File: config.mk
export PLATFORM = sky130hd
export DESIGN_NAME = led_fade_pwm_driver
export DESIGN_NICKNAME = d
export VERILOG_FILES = /design/src/hdl/lfpd_pkg.sv /design/src/hdl/lfpd_fade_bank.sv /design/src/hdl/led_fade_pwm_driver.sv
export SDC_FILE = /design/constraint.sdc
export NUM_CORES = 1
export LEC_CHECK = 0
export BUFFER_PORTS_ARGS = -buffer_cell sky130_fd_sc_hd__buf_2
export CORE_MARGIN = 10
export CORE_UTILIZATION = 55
export CTS_BUF_LIST = sky130_fd_sc_hd__clkbuf_4 sky130_fd_sc_hd__clkbuf_8
export CTS_CLUSTER_DIAMETER = 100
export DETAILED_ROUTE_END_ITERATION = 7
export GPL_TIMING_DRIVEN = 0
export HOLD_SLACK_MARGIN = 0.05
export PLACE_DENSITY = 0.82
export SLEW_MARGIN = 20
export SYNTH_ARGS = -nofsm -noshare
export SYNTH_HDL_FRONTEND = slang
export SYNTH_HIERARCHICAL = 1
export SYNTH_SLANG_ARGS = --single-unit
File: constraint.sdc
create_clock -name clk -period 2.45 [get_ports clk]
set_input_delay 0.6125 -clock clk [delete_from_list [all_inputs] [get_ports clk]]
set_output_delay 0.6125 -clock clk [all_outputs]
set_load 0.005 [all_outputs]
File: src/hdl/lfpd_pkg.sv
// shared types and codes for the led fade pwm driver
package lfpd_pkg;

  // item function codes
  typedef enum logic [1:0] {
    FUNC_PWM    = 2'd0,
    FUNC_FADE   = 2'd1,
    FUNC_SUPER  = 2'd2,
    FUNC_TARGET = 2'd3
  } func_t;

endpackage

File: src/hdl/lfpd_fade_bank.sv
// bank of channel brightness registers with fade stepping and pwm compare
module lfpd_fade_bank #(
  parameter int NUM_CH     = 8,
  parameter int FULL_STEPS = 8
) (
  input  logic                              clk,
  input  logic                              rst,
  input  logic                              fade,
  input  logic [NUM_CH-1:0]                 goal,
  input  logic [$clog2(FULL_STEPS)-1:0]     phase,
  output logic [NUM_CH-1:0]                 bits
);

  localparam int BW = $clog2(FULL_STEPS + 1);
  localparam int PW = $clog2(FULL_STEPS);
  localparam logic [BW-1:0] FULL = BW'(FULL_STEPS);

  logic [BW-1:0] brightness      [NUM_CH];
  logic [BW-1:0] brightness_next [NUM_CH];

  // one saturating step toward the goal per channel
  always_comb begin
    for (int i = 0; i < NUM_CH; i++) begin
      brightness_next[i] = brightness[i];
      if (goal[i]) begin
        if (brightness[i] < FULL) brightness_next[i] = brightness[i] + 1'b1;
      end else begin
        if (brightness[i] != '0) brightness_next[i] = brightness[i] - 1'b1;
      end
    end
  end

  // brightness registers
  always_ff @(posedge clk) begin
    if (rst) begin
      for (int i = 0; i < NUM_CH; i++) brightness[i] <= '0;
    end else if (fade) begin
      for (int i = 0; i < NUM_CH; i++) brightness[i] <= brightness_next[i];
    end
  end

  // channel is on while phase is below its brightness
  always_comb begin
    for (int i = 0; i < NUM_CH; i++) begin
      bits[i] = ({{(BW - PW){1'b0}}, phase} < brightness[i]);
    end
  end

endmodule

File: src/hdl/led_fade_pwm_driver.sv
// led fade pwm driver top level: item register, state update, result register
// a pwm item passes the item register, then its result is loaded and out_valid rises
// throughput: one item per cycle; only pwm items wait on a full result register
// other items update state from the item register and give no result
// reset (synchronous, active high) clears phase, brightness, goals, blink,
// traffic mark and both valid flags
module led_fade_pwm_driver #(
  parameter int NUM_LIGHTS = 15,
  parameter int NUM_LEVELS = 8,
  parameter int FULL_STEPS = 8
) (
  input  logic                  clk,
  input  logic                  rst,
  input  logic                  in_valid,
  output logic                  in_ready,
  input  logic [1:0]            func,
  input  logic [NUM_LIGHTS-1:0] light_target,
  input  logic [NUM_LEVELS-1:0] level_target,
  output logic                  out_valid,
  input  logic                  out_ready,
  output logic [NUM_LIGHTS-1:0] light_bits,
  output logic [NUM_LEVELS-1:0] level_bits
);
  import lfpd_pkg::*;

  localparam int PW = $clog2(FULL_STEPS);
  localparam logic [PW-1:0] LAST_PHASE = PW'(FULL_STEPS - 1);

  // item register
  logic                  item_valid;
  func_t                 item_func;
  logic [NUM_LIGHTS-1:0] item_light;
  logic [NUM_LEVELS-1:0] item_level;
  logic                  item_go;

  // block state
  logic [PW-1:0]         pwm_phase;
  logic [PW-1:0]         pwm_phase_next;
  logic [NUM_LIGHTS-1:0] light_goal;
  logic [NUM_LEVELS-1:0] level_goal;
  logic                  blink_phase;
  logic                  traffic_seen;
  logic                  fade;
  logic [NUM_LIGHTS-1:0] light_cmp;
  logic [NUM_LEVELS-1:0] level_cmp;

  // a pwm item proceeds only when the result register can take it
  assign item_go  = item_valid &&
                    ((item_func != FUNC_PWM) || !out_valid || out_ready);
  assign in_ready = !item_valid || item_go;

  always_ff @(posedge clk) begin
    if (rst) begin
      item_valid <= 1'b0;
    end else if (in_ready) begin
      item_valid <= in_valid;
    end
  end

  always_ff @(posedge clk) begin
    if (in_valid && in_ready) begin
      item_func  <= func_t'(func);
      item_light <= light_target;
      item_level <= level_target;
    end
  end

  // phase wraps after the last step
  assign pwm_phase_next = (pwm_phase == LAST_PHASE) ? '0 : pwm_phase + 1'b1;
  assign fade = item_go && (item_func == FUNC_FADE);

  // phase, goals, blink and traffic mark
  always_ff @(posedge clk) begin
    if (rst) begin
      pwm_phase    <= '0;
      light_goal   <= '0;
      level_goal   <= '0;
      blink_phase  <= 1'b0;
      traffic_seen <= 1'b0;
    end else if (item_go) begin
      case (item_func)
        FUNC_PWM: begin
          pwm_phase <= pwm_phase_next;
        end
        FUNC_SUPER: begin
          blink_phase  <= ~blink_phase;
          if (!traffic_seen) level_goal <= {NUM_LEVELS{~blink_phase}};
          traffic_seen <= 1'b0;
        end
        FUNC_TARGET: begin
          light_goal   <= item_light;
          level_goal   <= item_level;
          traffic_seen <= 1'b1;
        end
        default: begin
        end
      endcase
    end
  end

  lfpd_fade_bank #(
    .NUM_CH     (NUM_LIGHTS),
    .FULL_STEPS (FULL_STEPS)
  ) u_light_bank (
    .clk   (clk),
    .rst   (rst),
    .fade  (fade),
    .goal  (light_goal),
    .phase (pwm_phase_next),
    .bits  (light_cmp)
  );

  lfpd_fade_bank #(
    .NUM_CH     (NUM_LEVELS),
    .FULL_STEPS (FULL_STEPS)
  ) u_level_bank (
    .clk   (clk),
    .rst   (rst),
    .fade  (fade),
    .goal  (level_goal),
    .phase (pwm_phase_next),
    .bits  (level_cmp)
  );

  // result register
  always_ff @(posedge clk) begin
    if (rst) begin
      out_valid <= 1'b0;
    end else if (item_go && (item_func == FUNC_PWM)) begin
      out_valid <= 1'b1;
    end else if (out_ready) begin
      out_valid <= 1'b0;
    end
  end

  always_ff @(posedge clk) begin
    if (item_go && (item_func == FUNC_PWM)) begin
      light_bits <= light_cmp;
      level_bits <= level_cmp;
    end
  end

endmodule

After elaboration in Yosys (flattened, before gate mapping)
Memories as Yosys holds them, arrays and structs flattened.
Cells that the tools add are included.
- bits in latches: 0
- input port bits: 29
- bits in writable memories: 92
- logic and storage cells: 280
- register bits: 78
- output and inout port bits: 25
- bits in read-only memories: 0
- memories: 2
- $lt $le $gt $ge: 46
- add/sub/neg operators: 47
- shifts and indexed selects: 0
- mux-type cells: 103
- multipliers: 0
- bitwise logic cells: 24
- reduce and logical (&&, ||, !) cells: 41
- equal/unequal tests: 5
- div/mod/pow operators: 0
- memories (memory ; words ; width ; rd ports ; clocked after Yosys merged registers in ; wr ports ; RTL line ; RTL):
    u_light_bank.brightness ; 15 ; 4 ; 15 ; 0 ; 15 ; lfpd_fade_bank.sv:18 ; logic [BW-1:0] brightness [NUM_CH];
    u_level_bank.brightness ; 8 ; 4 ; 8 ; 0 ; 8 ; lfpd_fade_bank.sv:18 ;
- operator list (kind ; count):
    $mux 4 ; 92
    $add 4x1->4 const B ; 23
    $lt 3x4->1 ; 23
    $lt 4x4->1 const B ; 23
    $reduce_bool 4->1 ; 23
    $sub 4x1->4 const B ; 23
    $or 1x1->1 ; 23
    $pmux 8 s2 ; 1
    $mux 8 ; 1
    $reduce_and 2->1 ; 4
    $mux 1 ; 7
    $reduce_bool 2->1 ; 3
    $eq 2x2->1 const B ; 2
    $logic_and 1x1->1 ; 4
    $add 3x1->3 const B ; 1
    $eq 3x3->1 const B ; 1
    $logic_or 1x1->1 ; 3
    $mux 3 ; 1
    $reduce_and 3->1 ; 1
    $eq 2x1->1 const B ; 1
    $logic_not 1->1 ; 2
    $logic_not 2->1 ; 1
    $ne 2x2->1 const B ; 1
    $pmux 1 s2 ; 1
    $not 1->1 ; 1

Logic depth before layout (Yosys ltp)
Gate-level depths: netlist of the first run.
- depth after elaboration: 9
- depth in mapped cells: 7
- depth with buffers taken out: 6

Hierarchy
Netlist of the first run, hierarchy kept.
- modules (own cells, without submodules) (module ; area an instance (um2) ; cells each ; sequential area each (um2) ; instances):
    lfpd_fade_bank at u_light_bank ; 4795.8 ; 461 ; 1801.7 ; 1
    led_fade_pwm_driver ; 2691.3 ; 193 ; 2042.0 ; 1
    lfpd_fade_bank at u_level_bank ; 2582.5 ; 246 ; 960.9 ; 1

Worst setup path before layout of the first run
No wires, ideal clock.
- path kind: register to register
- start: register pwm_phase[0]
- end: register level_bits[0] (data pin)
- library setup time: 265 ps
- cell stages (with the launch flop): 7
- slack: -160 ps
- period minus slack after synthesis: 2610 ps
- data required time: 2185 ps
- data arrival time: 2345 ps
- buffers on the path: 0
- path through: dfxtp_1 > ha_1 > ha_1 > nor2b_1 > ha_1 > a211oi_1 > or3_1
- word-level cells in the longest chain between the ends: 3
- elaborated cells between the ends (all ways): 4
- classes of those cells: add/sub: 1; order compare: 1; eq/ne: 1; mux: 1
- RTL lines (element ; RTL line ; RTL):
    from (decl) ; led_fade_pwm_driver.sv:37 ; logic [PW-1:0] pwm_phase;
    from (signal assigned) ; led_fade_pwm_driver.sv:83 ; pwm_phase <= pwm_phase_next;
    $add 3x1->3 / $eq 3x3->1 (equally long branches) ; led_fade_pwm_driver.sv:69 ; assign pwm_phase_next = (pwm_phase == LAST_PHASE) ? '0 : pwm_phase + 1'b1;
    $mux 3 * ; led_fade_pwm_driver.sv:69 ;
    named net pwm_phase_next[1] ; led_fade_pwm_driver.sv:38 ; logic [PW-1:0] pwm_phase_next;
    $lt 3x4->1 * ; lfpd_fade_bank.sv:45 ; bits[i] = ({{(BW - PW){1'b0}}, phase} < brightness[i]);
    named net level_cmp[0] ; led_fade_pwm_driver.sv:45 ; logic [NUM_LEVELS-1:0] level_cmp;
    to (signal assigned) ; led_fade_pwm_driver.sv:139 ; level_bits <= level_cmp;
    to (decl) ; led_fade_pwm_driver.sv:22 ; output logic [NUM_LEVELS-1:0] level_bits
Mark *: on every way through the listed nets, which the timed path passes. The rest lies on a longest branch.
A chain may end at the register's enable or synchronous reset.

Worst setup path after layout of the first run
- start: register item_func[1]
- end: output in_ready
- word-level cells in the longest chain between the ends: 5
- RTL lines (element ; RTL line ; RTL):
    from (decl) ; led_fade_pwm_driver.sv:31 ; func_t item_func;
    from (signal assigned) ; led_fade_pwm_driver.sv:62 ; item_func <= func_t'(func);
    $reduce_bool 2->1 ; led_fade_pwm_driver.sv:49 ; ((item_func != FUNC_PWM) || !out_valid || out_ready);
    $logic_or 1x1->1 (2 in series) ; led_fade_pwm_driver.sv:49 ;
    $logic_and 1x1->1 ; led_fade_pwm_driver.sv:48 ; assign item_go = item_valid &&
    $logic_or 1x1->1 ; led_fade_pwm_driver.sv:50 ; assign in_ready = !item_valid || item_go;
    to (decl) ; led_fade_pwm_driver.sv:15 ; output logic in_ready,
Every way passes these cells.

==> flow_summary.ini, run 1 <==
[global_routing]
grt_pass1_wl_mm = 34.9
grt_usage = 0.180
grt_max_degree = 26
antenna_found_initial = 0
grt_overflow_total = 0
grt_pass1_vias = 6961

[synthesis]
ys.flop_type = edfxtp_1
syn-cell-area_sq_um = 10100
ys_ff_latch = 170
syn-num-nets = 1062
synth_edf_count = 140
yosys_warnings = 6
synth.avg_cell_area_sq_um = 11.2
netlist_instances = 900
async_flop_share = 0
yosysSeqAreaShare = 0.477
yosys.cell_types.count = 41

[place]
place_area_sq_um = 10700
dpl.hpwl_mm = 14.9
post-place-ws_ns = -0.211
place_inst = 1183
port_buffers = 52
place.gp.congestion = 0.839

[setup_path]
worstPathRequired_ns = 1.84
setup.worst_path.end_class = primary output
path_class = reg -> out
startpoint_type = register
cp.arrival_ns = 1.68
crit_fanout = 7

[timing]
fmax_mhz = 437
setup_viol = 0
hold_violations = 0
maxSlewHeadroom = 0.486
finClkSkew_ns = 0.00883
fin_crit_ns = 2.29
finalWorstSetupSlack_ns = 0.162
worst_slew_pin_slew_ns = 0.771
whs_ns = 0.315
fin_crit_sh = 0.934
fin_setup_tns_ns = 0
drv_slew = 0
grt_setup_unrepaired = no

[clock_network]
numCtsBuffers = 17
clockBufferDepth = 2
cts_num_sinks = 170
htree_levels = 4
cts_hold_buf = 0
clk_latency_ns = 0.46
clkTransAtPathRegs_ns = 0.09
cts_tree = built
clk_root_buffer_cell = clkbuf_8

[power]
ir_drop_uv = 490
powerDensity_nw_per_um2 = 593
cellLeakagePower_uw = 0.00444

[die]
die-height_um = 155
dieArea_sq_um = 24100
core_area_sq_um = 18000
die_x_um = 155
initial_core_util = 0.561
io_pins = 54
rows = 49

[detailed_routing]
wire_per_inst_um = 17.5
routed_wl_mm = 21.3
antenna_left = 0
drt-pass1-iter-count = 5
post-route-drc-count = 0
vias_per_cell = 5.73
num_vias = 6968
drt_iter0_drc = 449

[cells_and_area]
drive_gt1_frac = 0.148
stdcell_area_sq_um = 11200
syn_to_final_growth_pct = 11.0
fillerInstances = 1405
antenna_cells = 0
ff_latch_area_sq_um = 4800
stdcell_count = 1216
multi_input_area_sq_um = 4800
finalNetCount = 1136

[min_path]
min_path_type = in -> reg

[outcome]
status = finished, final reports clean

[run]
cap_violations = 0
state kept, by name (all words and copies together), names as in the netlist:
register                 flops
out_valid                    1
item_func                    2
u_light_bank/brightness     60
blink_phase                  1
level_goal                   8
level_bits                   8
item_level                   8
item_valid                   1
u_level_bank/brightness     32
light_goal                  15
light_bits                  15
traffic_seen                 1
item_light                  15
pwm_phase                    3
final cells by class:
class	instances	area share
Timing Repair Buffer	55	0.0282
Buffer	27	0.0141
Multi-Input combinational cell	610	0.430
Sequential cell	170	0.430
Clock buffer	18	0.0216
Tap cell	229	0.0256
Clock inverter	14	0.0196
Inverter	93	0.0312
critical path, cell delays in order (launching register included):
cell      delay [ns]
edfxtp_1        0.54
nor3b_2         0.35
nand2_1         0.15
buf_2           0.18
Yosys cell counts, types with 2 or more instances:
cell type	number	area (sq um)
clkbuf_1	9	33.8
nor2_1	76	285
buf_2	10	50.1
o21ai_2	7	61.3
dfxtp_1	30	601
o21ai_0	12	60.1
edfxtp_1	140	4200
mux2i_1	6	60.1
or3_1	23	144
fa_1	23	460
nand2b_1	24	150
xnor2_1	30	263
nand3_1	25	125
a221oi_2	7	105
nor3_1	2	10.0
a31o_2	16	140
buf_6	5	56.3
a211oi_1	24	180
ha_1	110	1380
a2111o_1	16	180
nand2b_4	2	27.5
nor4_1	22	138
and2_1	17	106
a21o_1	30	225
nand2_1	63	236
inv_1	93	349
nor2b_1	12	75.1
and3_1	2	12.5
a21oi_1	52	260
report_power, final:
group          total (uW)  internal [uW]  switching [uW]  leakage, uW
Combinational         868            407             461      0.00257
Clock                2300           1230            1060     0.000227
Sequential           3470           3310             154      0.00164
per-stage QoR:
step | util | power (uW)
detailed placement | 0.595 | 4390
global route | 0.622 | 6930
floorplan | - | 4140
CTS | 0.622 | 6680
global placement | 0.591 | 4320
finish | 0.622 | 6630
placed cells by master, fill, tap and decap left out, drive strengths merged, types with 2 or more instances in the layout:
master | synthesis | layout
a2111o | 16 | 16
a211oi | 24 | 24
a21o | 30 | 30
a21oi | 52 | 52
a221oi | 7 | 7
a31o | 16 | 16
and2 | 17 | 17
and3 | 2 | 2
buf | 17 | 72
bufinv | 0 | 5
clkbuf | 10 | 28
clkinv | 0 | 4
clkinvlp | 0 | 2
dfxtp | 30 | 30
edfxtp | 140 | 140
fa | 23 | 23
ha | 110 | 110
inv | 93 | 96
mux2i | 6 | 6
nand2 | 64 | 64
nand2b | 26 | 26
nand3 | 25 | 25
nor2 | 76 | 76
nor2b | 12 | 12
nor3 | 3 | 3
nor4 | 22 | 22
o21ai | 19 | 19
or3 | 23 | 23
xnor2 | 30 | 30
path summary, 6_finish.rpt:
path | from | to | slack (ns) | cells past startpoint
max | item_func[1]$_DFFE_PP_ | in_ready | 0.16 | 3
min | light_target[6] | item_light[6]$_DFFE_PP_ | 0.32 | 1
max reg2reg | item_func[1]$_DFFE_PP_ | u_light_bank/brightness[0][25]$_SDFFCE_PN0P_ | 0.20 | 6
min reg2reg | light_goal[5]$_SDFFE_PP0P_ | light_goal[5]$_SDFFE_PP0P_ | 0.49 | 2
kinds of logic after synthesis:
family / synth area share
and+or+nand+nor: 0.136
DFF: 0.477
AOI/OAI and AO/OA: 0.121
adders and majority gates: 0.182
buffers and inverters: 0.0502
xor gates and xnor gates: 0.0270
muxes: 0.00596
what timing repair did:
action                     CTS  global route
setup buffers                0             1
pin swaps                    0             1
setup endpoints to repair   35             5
resized for setup            4             0
layer usage:
| layer | wire length, um | vias up | global-route usage |
|---|---|---|---|
| met3 | 870 | 31 | 0.0369 |
| met2 | 10600 | 158 | 0.304 |
| met4 | 377 | 0 | 0.0615 |
| li1 | - | 3385 | - |
| met1 | 9390 | 3394 | 0.226 |
| met5 | 0 | - | 0 |
Note: power is estimated with default switching activity, not from simulation.
==> inputs of run 2 (changes only) <==
Settings changed: PLACE_DENSITY 0.82 to 0.73, TNS_END_PERCENT set to 20.
==> flow_summary.ini, run 2 (synthesis results as in run 1) <==
[setup_path]
ff2ff_path_depth = 6
cp-endpoint = in_ready
path_cells = nor3b_2 -> nand2_1 -> buf_2
cpMaxStageDelayCell = edfxtp_1
startpoint = item_func[1]$_DFFE_PP_
worstPathRequired_ns = 1.84
setup.worst_path.end_class = primary output
cp.arrival_ns = 1.71
critical-path-max-stage-delay_ns = 0.54
r2r_slack_ns = 0.14
crit_buf_inv = 1
timing.rr.end = u_light_bank/brightness[0][13]$_SDFFCE_PN0P_
path_class = reg -> out
path_depth = 3
critPathTopFamily = flip-flops
crit_fanout = 7
regToRegStartpoint = item_func[1]$_DFFE_PP_
startpoint_type = register

[timing]
setup_viol = 0
worst_slew_pin_slew_ns = 0.752
finClkSkew_ns = 0.0121
finalWorstSetupSlack_ns = 0.132
hold_violations = 0
fin_crit_ns = 2.32
drv_slew = 0
grt_setup_unrepaired = no
maxSlewHeadroom = 0.498
fmax_mhz = 431
fin_crit_sh = 0.946
whs_ns = 0.307

[clock_network]
numCtsBuffers = 17
htree_levels = 4
clk_latency_ns = 0.47
cts_tree = built
cts_hold_buf = 0
cts_num_sinks = 170
clkTransAtPathRegs_ns = 0.09
clk_root_buffer_cell = clkbuf_8
clockBufferDepth = 2

[place]
port_buffers = 52
dpl.hpwl_mm = 14.9
post-place-ws_ns = -0.243
place.gp.congestion = 0.815

[outcome]
status = finished, final reports clean

[detailed_routing]
num_vias = 6906
wire_per_inst_um = 17.6
drt_iter0_drc = 421
drt-pass1-iter-count = 4
vias_per_cell = 5.68
post-route-drc-count = 0
routed_wl_mm = 21.4
antenna_left = 0

[die]
initial_core_util = 0.561
die_x_um = 155
dieArea_sq_um = 24100
core_area_sq_um = 18000
io_pins = 54
die-height_um = 155
rows = 49

[global_routing]
grt_use_met1 = 0.239
antenna_found_initial = 0
grt_max_degree = 26
grt_overflow_total = 0
grt_usage = 0.180
grt_use_met2 = 0.294
use_met3 = 0.0356
grt_pass1_wl_mm = 34.8
grt_busiest_layer = met2
grt_pass1_vias = 6915

[cells_and_area]
finish.utilization = 0.621
ff_latch_area_sq_um = 4800
multi_input_area_sq_um = 4800
drive_gt1_frac = 0.147
largest_register_ffs = 60
finalNetCount = 1136
syn_to_final_growth_pct = 10.9
reg.largest.list = u_light_bank/brightness (60), u_level_bank/brightness (32)
layout_commonest_cell = edfxtp_1
largest-register = u_light_bank/brightness
layout_common_cells = edfxtp_1, ha_1, inv_1
fillerInstances = 1462
antenna_cells = 0

[power]
power.internal_uw = 4860
powerDensity_nw_per_um2 = 587
switching_share = 0.258
p_sw_uw = 1690
pwr-share-comb = 0.132
ir_drop_uv = 359
cellLeakagePower_uw = 0.00443
pwr-share-seq = 0.529
p_clk_frac = 0.339

[min_path]
min_path_type = in -> reg

[run]
cap_violations = 0
-- run 2: cell count changes in the layout (fill, tap and decap cells not counted) --
cell | before | now
clkinv_4 | 2 | 3
buf_12 | 1 | 0
clkinv_1 | 0 | 1
clkbuf_4 | 1 | 0
clkinvlp_4 | 2 | 1
clkbuf_8 | 17 | 18
bufinv_16 | 5 | 4
buf_16 | 1 | 2
-- run 2: area by class of cell --
cell class / instances / share of cell area
Timing Repair Buffer: 55 / 0.0289
Clock buffer: 18 / 0.0222
Sequential cell: 170 / 0.430
Multi-Input combinational cell: 610 / 0.430
Inverter: 93 / 0.0313
Buffer: 27 / 0.0141
Tap cell: 229 / 0.0257
Clock inverter: 14 / 0.0174
-- run 2: through the flow --
stage | power, uW | cell area, sq um | TNS (ns) | cells
final | 6550 | 11200 | 0 | 1216
after floorplan | 4140 | 10100 | 0 | 900
after CTS | 6590 | 11200 | 0 | 1215
after detailed placement | 4390 | 10700 | -4.28 | 1183
after global routing | 6860 | 11200 | 0 | 1216
after global placement | 4340 | 10600 | -40.80 | 1181
-- run 2: routing by layer --
layer / vias to the layer above / wire length, um / share of wire
met5: - / 0 / 0
met4: 0 / 308 / 0.014
met3: 22 / 869 / 0.041
met2: 128 / 10300 / 0.48
met1: 3362 / 9910 / 0.46
li1: 3394 / - / -
-- run 2: power by group through the flow --
stage	clock network (uW)	logic [uW]	registers [uW]
after CTS	2260	868	3460
after detailed placement	0	858	3530
after floorplan	0	658	3480
final	2220	867	3460
after global routing	2390	986	3490
after global placement	0	811	3520
-- run 2: repair_timing --
action,CTS,global route
pin swaps,0,1
cloned,0,0
endpoints found under the setup margin,51,8
gates resized for setup,4,0
buffers inserted,0,1
-- run 2: worst reg2reg max path: stages (launching register included) --
cell,delay (ns)
edfxtp_1,0.54
buf_2,0.26
and3b_1,0.25
buf_2,0.26
nor2b_1,0.19
clkbuf_1,0.46
and2_1,0.22
-- run 2: worst min path at each step --
stage / from / endpoint / slack, ns / cells after the start
floorplan: traffic_seen$_SDFFE_PP0P_ / traffic_seen$_SDFFE_PP0P_ / 0.45 / 2
global placement: traffic_seen$_SDFFE_PP0P_ / traffic_seen$_SDFFE_PP0P_ / 0.46 / 2
detailed placement: pwm_phase[2]$_SDFFE_PP0P_ / pwm_phase[2]$_SDFFE_PP0P_ / 0.48 / 2
CTS: light_target[5] / item_light[5]$_DFFE_PP_ / 0.29 / 1
global route: level_target[4] / item_level[4]$_DFFE_PP_ / 0.28 / 1
finish: light_target[5] / item_light[5]$_DFFE_PP_ / 0.31 / 1
